## config.mk

```make
export PLATFORM = sky130hd
export DESIGN_NAME = tagged_line_payload_extractor_core
export DESIGN_NICKNAME = d
export VERILOG_FILES = /design/src/hw/rtl/tlpe_pkg.sv /design/src/hw/rtl/tlpe_front.sv /design/src/hw/rtl/tlpe_cmd_queue.sv /design/src/hw/rtl/tlpe_back.sv /design/src/hw/rtl/tagged_line_payload_extractor_core.sv
export SDC_FILE = /design/constraint.sdc
export NUM_CORES = 2
export LEC_CHECK = 0
export BUFFER_PORTS_ARGS = -buffer_cell sky130_fd_sc_hd__clkbuf_2
export CAP_MARGIN = 10
export CORE_ASPECT_RATIO = 0.5
export CORE_MARGIN = 2
export CORE_UTILIZATION = 28
export DETAILED_ROUTE_END_ITERATION = 8
export GPL_ROUTABILITY_DRIVEN = 0
export PLACE_DENSITY = 0.41
export SYNTH_ARGS = -nofsm -noshare
export SYNTH_HDL_FRONTEND = slang
export SYNTH_MEMORY_MAX_BITS = 65536
export SYNTH_SLANG_ARGS = --single-unit
```

## constraint.sdc

```tcl
create_clock -name clk -period 18.4 [get_ports clk]
set_input_delay 2.76 -clock clk [delete_from_list [all_inputs] [get_ports clk]]
set_output_delay 2.76 -clock clk [all_outputs]
set_load 0.005 [all_outputs]
```

## src/hw/rtl/tlpe_pkg.sv

```systemverilog
// ----------------------------------------------------------------------------
// tlpe_pkg: shared types and constants of the tagged line payload extractor
// Line geometry, tag bytes, request codes and the command word that the
// front part hands to the back part through the command queue.
// ----------------------------------------------------------------------------
package tlpe_pkg;

  localparam int LINE_BYTES = 256;
  localparam int LINE_W     = $clog2(LINE_BYTES);
  localparam int ADDR_W     = LINE_W + 1;
  localparam int MEM_DEPTH  = 2 * LINE_BYTES;
  localparam int CMP_W      = LINE_W + 1;

  localparam int TAG_COUNT = 15;
  localparam int TAG_IW    = $clog2(TAG_COUNT);

  localparam logic [7:0] TAG_BYTES [TAG_COUNT] = '{
    8'h5B, 8'h42, 8'h4F, 8'h54, 8'h5F, 8'h52, 8'h45, 8'h53,
    8'h50, 8'h4F, 8'h4E, 8'h53, 8'h45, 8'h3A, 8'h20
  };

  localparam logic [7:0] CH_NL    = 8'h0A;
  localparam logic [7:0] CH_CLOSE = 8'h5D;
  localparam logic [7:0] CH_ZERO  = 8'h00;

  localparam logic [1:0] REQ_BYTE  = 2'd0;
  localparam logic [1:0] REQ_READ  = 2'd1;
  localparam logic [1:0] REQ_CLAIM = 2'd2;

  localparam int QDEPTH = 4;
  localparam int QPTR_W = $clog2(QDEPTH);

  localparam int IN_DATA_W  = 32;
  localparam int OUT_DATA_W = 24;

  typedef struct packed {
    logic              wr_en;
    logic              rd_en;
    logic [ADDR_W-1:0] addr;
    logic [7:0]        wdata;
    logic              resp_ready;
    logic [7:0]        resp_length;
    logic              latched_now;
  } cmd_t;

endpackage

```

## src/hw/rtl/tlpe_front.sv

```systemverilog
// ----------------------------------------------------------------------------
// tlpe_front: request intake and line tracking
// Accepts requests, follows the line being assembled, keeps the latched
// response state and turns every request into one command for the back part.
// ----------------------------------------------------------------------------
module tlpe_front
  import tlpe_pkg::*;
(
  input  logic                  clk,
  input  logic                  rst,
  input  logic                  s_tvalid,
  output logic                  s_tready,
  input  logic [IN_DATA_W-1:0]  s_tdata,
  input  logic [1:0]            s_tuser,
  input  logic                  q_full,
  output logic                  push,
  output cmd_t                  cmd
);

  localparam logic [LINE_W-1:0] TAG_LEN  = LINE_W'(TAG_COUNT);
  localparam logic [LINE_W-1:0] LINE_MAX = LINE_W'(LINE_BYTES - 1);

  logic [LINE_W-1:0] line_count, line_count_next;
  logic              prefix_ok, prefix_ok_next;
  logic              zero_seen, zero_seen_next;
  logic [LINE_W-1:0] last_close_pos, last_close_pos_next;
  logic              active_bank, active_bank_next;
  logic [LINE_W-1:0] latched_len, latched_len_next;
  logic              latched_valid, latched_valid_next;

  logic [1:0]        req_type;
  logic [7:0]        rx_data;
  logic [7:0]        read_index;
  logic [8:0]        read_limit;
  logic [8:0]        limit_m1;
  logic [CMP_W-1:0]  len_ext;
  logic [CMP_W-1:0]  lim_ext;
  logic [LINE_W-1:0] index_ext;

  assign req_type   = s_tuser;
  assign rx_data    = s_tdata[7:0];
  assign read_index = s_tdata[15:8];
  assign read_limit = s_tdata[24:16];

  assign s_tready = !q_full;
  assign push     = s_tvalid && s_tready;

  assign limit_m1  = read_limit - 9'd1;
  assign len_ext   = CMP_W'(latched_len);
  assign lim_ext   = CMP_W'(limit_m1);
  assign index_ext = LINE_W'(read_index);

  always_comb begin
    line_count_next     = line_count;
    prefix_ok_next      = prefix_ok;
    zero_seen_next      = zero_seen;
    last_close_pos_next = last_close_pos;
    active_bank_next    = active_bank;
    latched_len_next    = latched_len;
    latched_valid_next  = latched_valid;
    cmd                 = '0;
    cmd.wdata           = rx_data;

    if (push) begin
      unique case (req_type)
        REQ_BYTE: begin
          if (rx_data == CH_NL) begin
            if (prefix_ok && line_count >= TAG_LEN && last_close_pos > TAG_LEN) begin
              active_bank_next   = !active_bank;
              latched_len_next   = last_close_pos - TAG_LEN;
              latched_valid_next = 1'b1;
              cmd.latched_now    = 1'b1;
            end
            line_count_next     = '0;
            prefix_ok_next      = 1'b1;
            zero_seen_next      = 1'b0;
            last_close_pos_next = '0;
          end else if (line_count < LINE_MAX) begin
            if (line_count < TAG_LEN) begin
              if (zero_seen || rx_data != TAG_BYTES[line_count[TAG_IW-1:0]]) begin
                prefix_ok_next = 1'b0;
              end
            end else begin
              // Payload bytes go to the bank that is not being read.
              cmd.wr_en = 1'b1;
              cmd.addr  = {!active_bank, line_count - TAG_LEN};
              if (!zero_seen && rx_data == CH_CLOSE) begin
                last_close_pos_next = line_count;
              end
            end
            if (rx_data == CH_ZERO) begin
              zero_seen_next = 1'b1;
            end
            line_count_next = line_count + LINE_W'(1);
          end else begin
            line_count_next     = '0;
            prefix_ok_next      = 1'b1;
            zero_seen_next      = 1'b0;
            last_close_pos_next = '0;
          end
        end
        REQ_READ: begin
          cmd.rd_en = (index_ext < latched_len);
          cmd.addr  = {active_bank, index_ext};
        end
        REQ_CLAIM: begin
          if (latched_valid && read_limit != 9'd0) begin
            cmd.resp_ready     = 1'b1;
            cmd.resp_length    = (len_ext > lim_ext) ? 8'(lim_ext) : 8'(len_ext);
            latched_valid_next = 1'b0;
          end
        end
        default: begin
          cmd = '0;
        end
      endcase
    end
  end

  always_ff @(posedge clk) begin
    if (rst) begin
      line_count     <= '0;
      prefix_ok      <= 1'b1;
      zero_seen      <= 1'b0;
      last_close_pos <= '0;
      active_bank    <= 1'b0;
      latched_len    <= '0;
      latched_valid  <= 1'b0;
    end else begin
      line_count     <= line_count_next;
      prefix_ok      <= prefix_ok_next;
      zero_seen      <= zero_seen_next;
      last_close_pos <= last_close_pos_next;
      active_bank    <= active_bank_next;
      latched_len    <= latched_len_next;
      latched_valid  <= latched_valid_next;
    end
  end

endmodule

```

## src/hw/rtl/tlpe_cmd_queue.sv

```systemverilog
// ----------------------------------------------------------------------------
// tlpe_cmd_queue: command queue between front and back
// A small first-in first-out buffer that lets intake and delivery stall
// independently of each other.
// ----------------------------------------------------------------------------
module tlpe_cmd_queue
  import tlpe_pkg::*;
(
  input  logic clk,
  input  logic rst,
  input  logic push,
  input  cmd_t push_cmd,
  output logic full,
  input  logic pop,
  output logic head_valid,
  output cmd_t head
);

  cmd_t              entries [QDEPTH];
  logic [QPTR_W-1:0] wr_ptr;
  logic [QPTR_W-1:0] rd_ptr;
  logic [QPTR_W:0]   count;

  assign full       = (count == (QPTR_W + 1)'(QDEPTH));
  assign head_valid = (count != '0);
  assign head       = entries[rd_ptr];

  always_ff @(posedge clk) begin
    if (push) begin
      entries[wr_ptr] <= push_cmd;
    end
  end

  always_ff @(posedge clk) begin
    if (rst) begin
      wr_ptr <= '0;
      rd_ptr <= '0;
      count  <= '0;
    end else begin
      if (push) begin
        wr_ptr <= wr_ptr + QPTR_W'(1);
      end
      if (pop) begin
        rd_ptr <= rd_ptr + QPTR_W'(1);
      end
      if (push && !pop) begin
        count <= count + (QPTR_W + 1)'(1);
      end else if (pop && !push) begin
        count <= count - (QPTR_W + 1)'(1);
      end
    end
  end

endmodule

```

## src/hw/rtl/tlpe_back.sv

```systemverilog
// ----------------------------------------------------------------------------
// tlpe_back: payload store and result register
// Carries out queued commands against the two-bank payload store and holds
// each result in an output register until the receiver takes it.
// ----------------------------------------------------------------------------
module tlpe_back
  import tlpe_pkg::*;
(
  input  logic                  clk,
  input  logic                  rst,
  input  logic                  head_valid,
  input  cmd_t                  head,
  output logic                  pop,
  output logic                  m_tvalid,
  input  logic                  m_tready,
  output logic [OUT_DATA_W-1:0] m_tdata
);

  logic [7:0] mem [MEM_DEPTH];
  logic [7:0] mem_q;
  logic       out_valid;
  logic       rd_en_q;
  logic       resp_ready_q;
  logic [7:0] resp_length_q;
  logic       latched_now_q;
  logic [7:0] read_byte;

  assign pop = head_valid && (!out_valid || m_tready);

  always_ff @(posedge clk) begin
    if (pop && head.wr_en) begin
      mem[head.addr] <= head.wdata;
    end
    if (pop && head.rd_en) begin
      mem_q <= mem[head.addr];
    end
  end

  always_ff @(posedge clk) begin
    if (pop) begin
      rd_en_q       <= head.rd_en;
      resp_ready_q  <= head.resp_ready;
      resp_length_q <= head.resp_length;
      latched_now_q <= head.latched_now;
    end
  end

  always_ff @(posedge clk) begin
    if (rst) begin
      out_valid <= 1'b0;
    end else if (pop) begin
      out_valid <= 1'b1;
    end else if (m_tready) begin
      out_valid <= 1'b0;
    end
  end

  assign read_byte = rd_en_q ? mem_q : 8'd0;
  assign m_tvalid  = out_valid;
  assign m_tdata   = {6'd0, latched_now_q, resp_length_q, resp_ready_q, read_byte};

endmodule

```

## src/hw/rtl/tagged_line_payload_extractor_core.sv

```systemverilog
// ----------------------------------------------------------------------------
// tagged_line_payload_extractor_core: tagged line payload extractor
// Builds text lines from received bytes, latches the payload of tagged lines
// and answers payload read and response claim requests.
// ----------------------------------------------------------------------------
// Use: requests arrive on the s_ stream channel, one request per transfer;
// s_tuser carries the request kind (received byte, payload read or claim)
// and s_tdata its operands. Every request yields exactly one result transfer
// on the m_ channel, in request order.
// A request passes through a command queue entry, then the store read into
// the output register. Throughput is one request per cycle while the
// receiver keeps m_tready high; the single-port payload store does one
// access per command, which sets that rate.
// Reset clears the line tracker and any pending response; the payload store
// is not cleared, and only entries written since reset are ever read.
// When the receiver stalls, the output register and a four-entry command
// queue absorb requests; s_tready falls only once that queue is full.
// ----------------------------------------------------------------------------
module tagged_line_payload_extractor_core
  import tlpe_pkg::*;
(
  input  logic                  clk,
  input  logic                  rst,
  input  logic                  s_tvalid,
  output logic                  s_tready,
  input  logic [IN_DATA_W-1:0]  s_tdata,   // rx_data[7:0], read_index[15:8], read_limit[24:16]
  input  logic [1:0]            s_tuser,   // req_type[1:0]
  output logic                  m_tvalid,
  input  logic                  m_tready,
  output logic [OUT_DATA_W-1:0] m_tdata    // read_byte[7:0], resp_ready[8],
                                           // resp_length[16:9], latched_now[17]
);

  logic push;
  cmd_t push_cmd;
  logic q_full;
  logic pop;
  logic head_valid;
  cmd_t head;

  tlpe_front u_front (
    .clk      (clk),
    .rst      (rst),
    .s_tvalid (s_tvalid),
    .s_tready (s_tready),
    .s_tdata  (s_tdata),
    .s_tuser  (s_tuser),
    .q_full   (q_full),
    .push     (push),
    .cmd      (push_cmd)
  );

  tlpe_cmd_queue u_queue (
    .clk        (clk),
    .rst        (rst),
    .push       (push),
    .push_cmd   (push_cmd),
    .full       (q_full),
    .pop        (pop),
    .head_valid (head_valid),
    .head       (head)
  );

  tlpe_back u_back (
    .clk        (clk),
    .rst        (rst),
    .head_valid (head_valid),
    .head       (head),
    .pop        (pop),
    .m_tvalid   (m_tvalid),
    .m_tready   (m_tready),
    .m_tdata    (m_tdata)
  );

`ifndef NO_ASSERTIONS
  // A claim and a latch come from different request kinds.
  a_one_kind: assert property (@(posedge clk) disable iff (rst)
    m_tvalid |-> !(m_tdata[8] && m_tdata[17]))
    else $error("result flags both a claim and a latch");

  // A claim that found nothing reports zero length.
  a_len_zero: assert property (@(posedge clk) disable iff (rst)
    (m_tvalid && !m_tdata[8]) |-> (m_tdata[16:9] == 8'd0))
    else $error("nonzero length without a ready response");

  // A nonzero payload byte only comes from a read request.
  a_read_only: assert property (@(posedge clk) disable iff (rst)
    (m_tvalid && m_tdata[7:0] != 8'd0) |-> (!m_tdata[8] && !m_tdata[17]))
    else $error("payload byte mixed with claim or latch result");

  // A queued command never waits while the output register is free.
  a_no_bubble: assert property (@(posedge clk) disable iff (rst)
    (head_valid && !m_tvalid) |-> pop)
    else $error("back part idles with work queued");
`endif

endmodule
```

==> results.cfg <==
[detailed_routing]
drt_iter0_markers = 9461
drc = 0
via_count = 98084
postRouteAntennaNets = 0
drt_pass1_iterations = 6
wl_per_cell_um = 26.9
wirelength_um = 535000
drt-vias-per-instance = 4.93

[status]
outcome = finished clean

[floorplan]
die-width_um = 1100
placeable_area_mm2 = 0.604
floorplan.die_area_mm2 = 0.612
placementRows = 202
num_io_pins = 64
die_height_um = 554
starting_density_of_the_core = 0.281

[power_and_ir_drop]
powerDensity_mw_per_mm2 = 156
standby_leakage_power_nw = 59.8
ir_worst_vdd_v = 0.000181

[yosys]
synthMostInstantiatedCell = sky130_fd_sc_hd__edfxtp_1
synth_area_per_inst_um2 = 14.7
synth.lib_cells_used.distinct = 61
post_synth_arst_share = 0
netlist_top_cells_area = sky130_fd_sc_hd__edfxtp_1 75%, sky130_fd_sc_hd__nand2_1 4.9%, sky130_fd_sc_hd__mux4_2 3.5%
syn-instance-count = 11535
yosysTopAreaCell = sky130_fd_sc_hd__edfxtp_1
synth_seq_cells = 4269
synth_enable_flop_cells = 4231
ys.flop_type = sky130_fd_sc_hd__edfxtp_1
muxShareOfSynthArea = 0.0459
post-synth-top-area-fraction = 0.749
synth_top_family_by_area = simple AND/OR/NAND/NOR gates
synth-compound-area-share = 0.0677
synth_seq_area_share = 0.754
synth_adder_area_share = 0.00226
ys.warnings.count = 0
synth.cell_area_mm2 = 0.170
synth_common_cells = 4231 x sky130_fd_sc_hd__edfxtp_1, 2221 x sky130_fd_sc_hd__nand2_1, 605 x sky130_fd_sc_hd__nor2_1
synth-simple-area-share = 0.108
yosys.area_share.xor_xnor = 0.00181

[worst_setup_path]
critPathRequiredTime_ps = 19180
timing.critical_path.slowest_stage_cell = sky130_fd_sc_hd__a211oi_1
cpMostUsedCell = sky130_fd_sc_hd__buf_4
crit_path_start_kind = flop
path_max_fanout = 56
slowest_delay_ps = 840
cp.arrival_ps = 8340
path_cells = buf_4 > mux4_4 > buf_4 > buf_4 > buf_4 > mux2i_1 > nand2_1 > a21oi_1 > or4_1 > a2111oi_1 > buf_4 > a211oi_1 > nand4_1 > or4_1
setup.worst_path.end_class = flop
crit_type = flop to flop

[cts]
root_buf_cell = sky130_fd_sc_hd__clkbuf_16
cts.reportedPaths.clkPinSlew_ps = 70
cts.sink_count = 4269
cts-buffers-inserted = 431
cts_buffer_depth = 4
worstSkewPairLatency_ps = 1040
number_of_gates_resized_after_cts = 0
cts_hold_repair.buffers = 0
post_cts.repair.setup_buffers = 0
cts_tree = done
cts.htree.levels = 5

[sta]
final-setup-viol-count = 0
finalCriticalPeriod_ps = 7560
setup-tns-final_ps = 0
tightest_slew_ps = 1310
grt_setup_unrepaired = false
finalClockSkew_ps = 80.3
timing.max_slew.rel_slack = 0.121
smallest_hold_slack_ps = 461
fin_crit_sh = 0.411
final_hold_viol_count = 0
drv_slew = 0
timing.fmax_mhz = 132
worst_slack_ps = 10840

[grt]
antenna_found_initial = 44
globalRouteTotalUtil = 0.168
grt_first_pass_wirelength_um = 747000
overflow = 0
largest_net_degree_at_the_start_of_global_routing = 166
number_of_global_route_vias_before_repair = 94782

[place]
dp.final_hpwl_um = 311000
placement.setup.worst_slack_ps = 10900
post_dp_cell_area_mm2 = 0.179
io_buffer_count = 50

[cells_and_area]
areaGrowthSynthToFinish_pct = 13.6
finalInstanceArea_mm2 = 0.193
ratio_of_cells_with_drive_above_1_in_the_final_layout = 0.101
numnets_final = 11520

[run]
cap_violations = 0

[worst_hold_path]
worstHoldPathType = flop to flop
-- per-stage QoR --
stage               cells  power, mW   util
finish              19881       30.0  0.319
global route        19868       31.2  0.319
CTS                 19866       30.4  0.319
detailed placement  19077       21.7  0.296
global placement    19077       21.6  0.296
floorplan           11540       17.7      -
-- kinds of logic after synthesis --
kind of cell               Yosys count
DFF                               4269
other                                1
xor gates and xnor gates            35
adders and majority gates           30
and+or+nand+nor                   4144
buffers and inverters              831
muxes                              444
AOI/OAI and AO/OA                 1781
-- where the power goes --
| group | internal [mW] | switching (mW) | total [mW] | leakage (nW) |
|---|---|---|---|---|
| clock network | 4.78 | 3.90 | 8.67 | 6.55 |
| logic | 2.15 | 7.05 | 9.20 | 14.9 |
| registers | 12.1 | 0.0287 | 12.1 | 38.4 |
-- flip-flops by register name (all words and copies together), names as in the netlist, 2 cells and up, named ones only --
register,cells
u_back.mem,4096
u_back.mem_q,8
u_back.resp_length_q,8
u_front.last_close_pos,8
u_front.latched_len,8
u_front.line_count,8
u_queue.count,3
u_queue.entries,116
u_queue.rd_ptr,2
u_queue.wr_ptr,2
-- cell type report --
cell class,instances,area [µm²]
clock buffers,543,11300
diodes,15,37.5
well taps,8058,10100
flip-flops and latches,4269,128000
inverters,24,90.1
multi-input cells,6440,38800
fillers,59262,412000
repair buffers,286,2310
clock inverters,246,2160
-- path summary, 6_finish.rpt --
kind	from	end	slack, ps	cells after the start
hold / removal	u_front.prefix_ok	u_front.prefix_ok	460	1
setup reg to reg	flop	u_back.mem_q[2]	10840	14
setup / recovery	flop	u_back.mem_q[2]	10840	14
hold reg to reg	u_front.prefix_ok	u_front.prefix_ok	460	1
-- worst max-delay path, delay by kind of cell (launching register included) --
family / cells / cell delay (ps)
AOI/OAI and AO/OA: 3 / 1180
DFF: 1 / 310
and+or+nand+nor: 4 / 1800
muxes: 2 / 1100
buffers and inverters: 5 / 2660
-- routing by layer --
layer | up-vias | GRT usage | share of wire
li1 | 43615 | - | -
met1 | 51204 | 0.250 | 0.47
met2 | 2676 | 0.264 | 0.45
met3 | 587 | 0.0225 | 0.054
met4 | 2 | 0.0328 | 0.020
met5 | - | 0 | 0.000024
-- cell usage in the layout, fill, tap and decap left out, types with 213 or more instances in the layout --
cell                        count
sky130_fd_sc_hd__a21oi_1      280
sky130_fd_sc_hd__a211oi_1     550
sky130_fd_sc_hd__mux4_2       255
sky130_fd_sc_hd__edfxtp_1    4231
sky130_fd_sc_hd__nand3_1      469
sky130_fd_sc_hd__nor2_1       598
sky130_fd_sc_hd__clkbuf_16    434
sky130_fd_sc_hd__nor2b_1      536
sky130_fd_sc_hd__buf_4        213
sky130_fd_sc_hd__nand2_1     2198
sky130_fd_sc_hd__a31oi_1      495
Note: power is estimated with default switching activity, not from simulation.
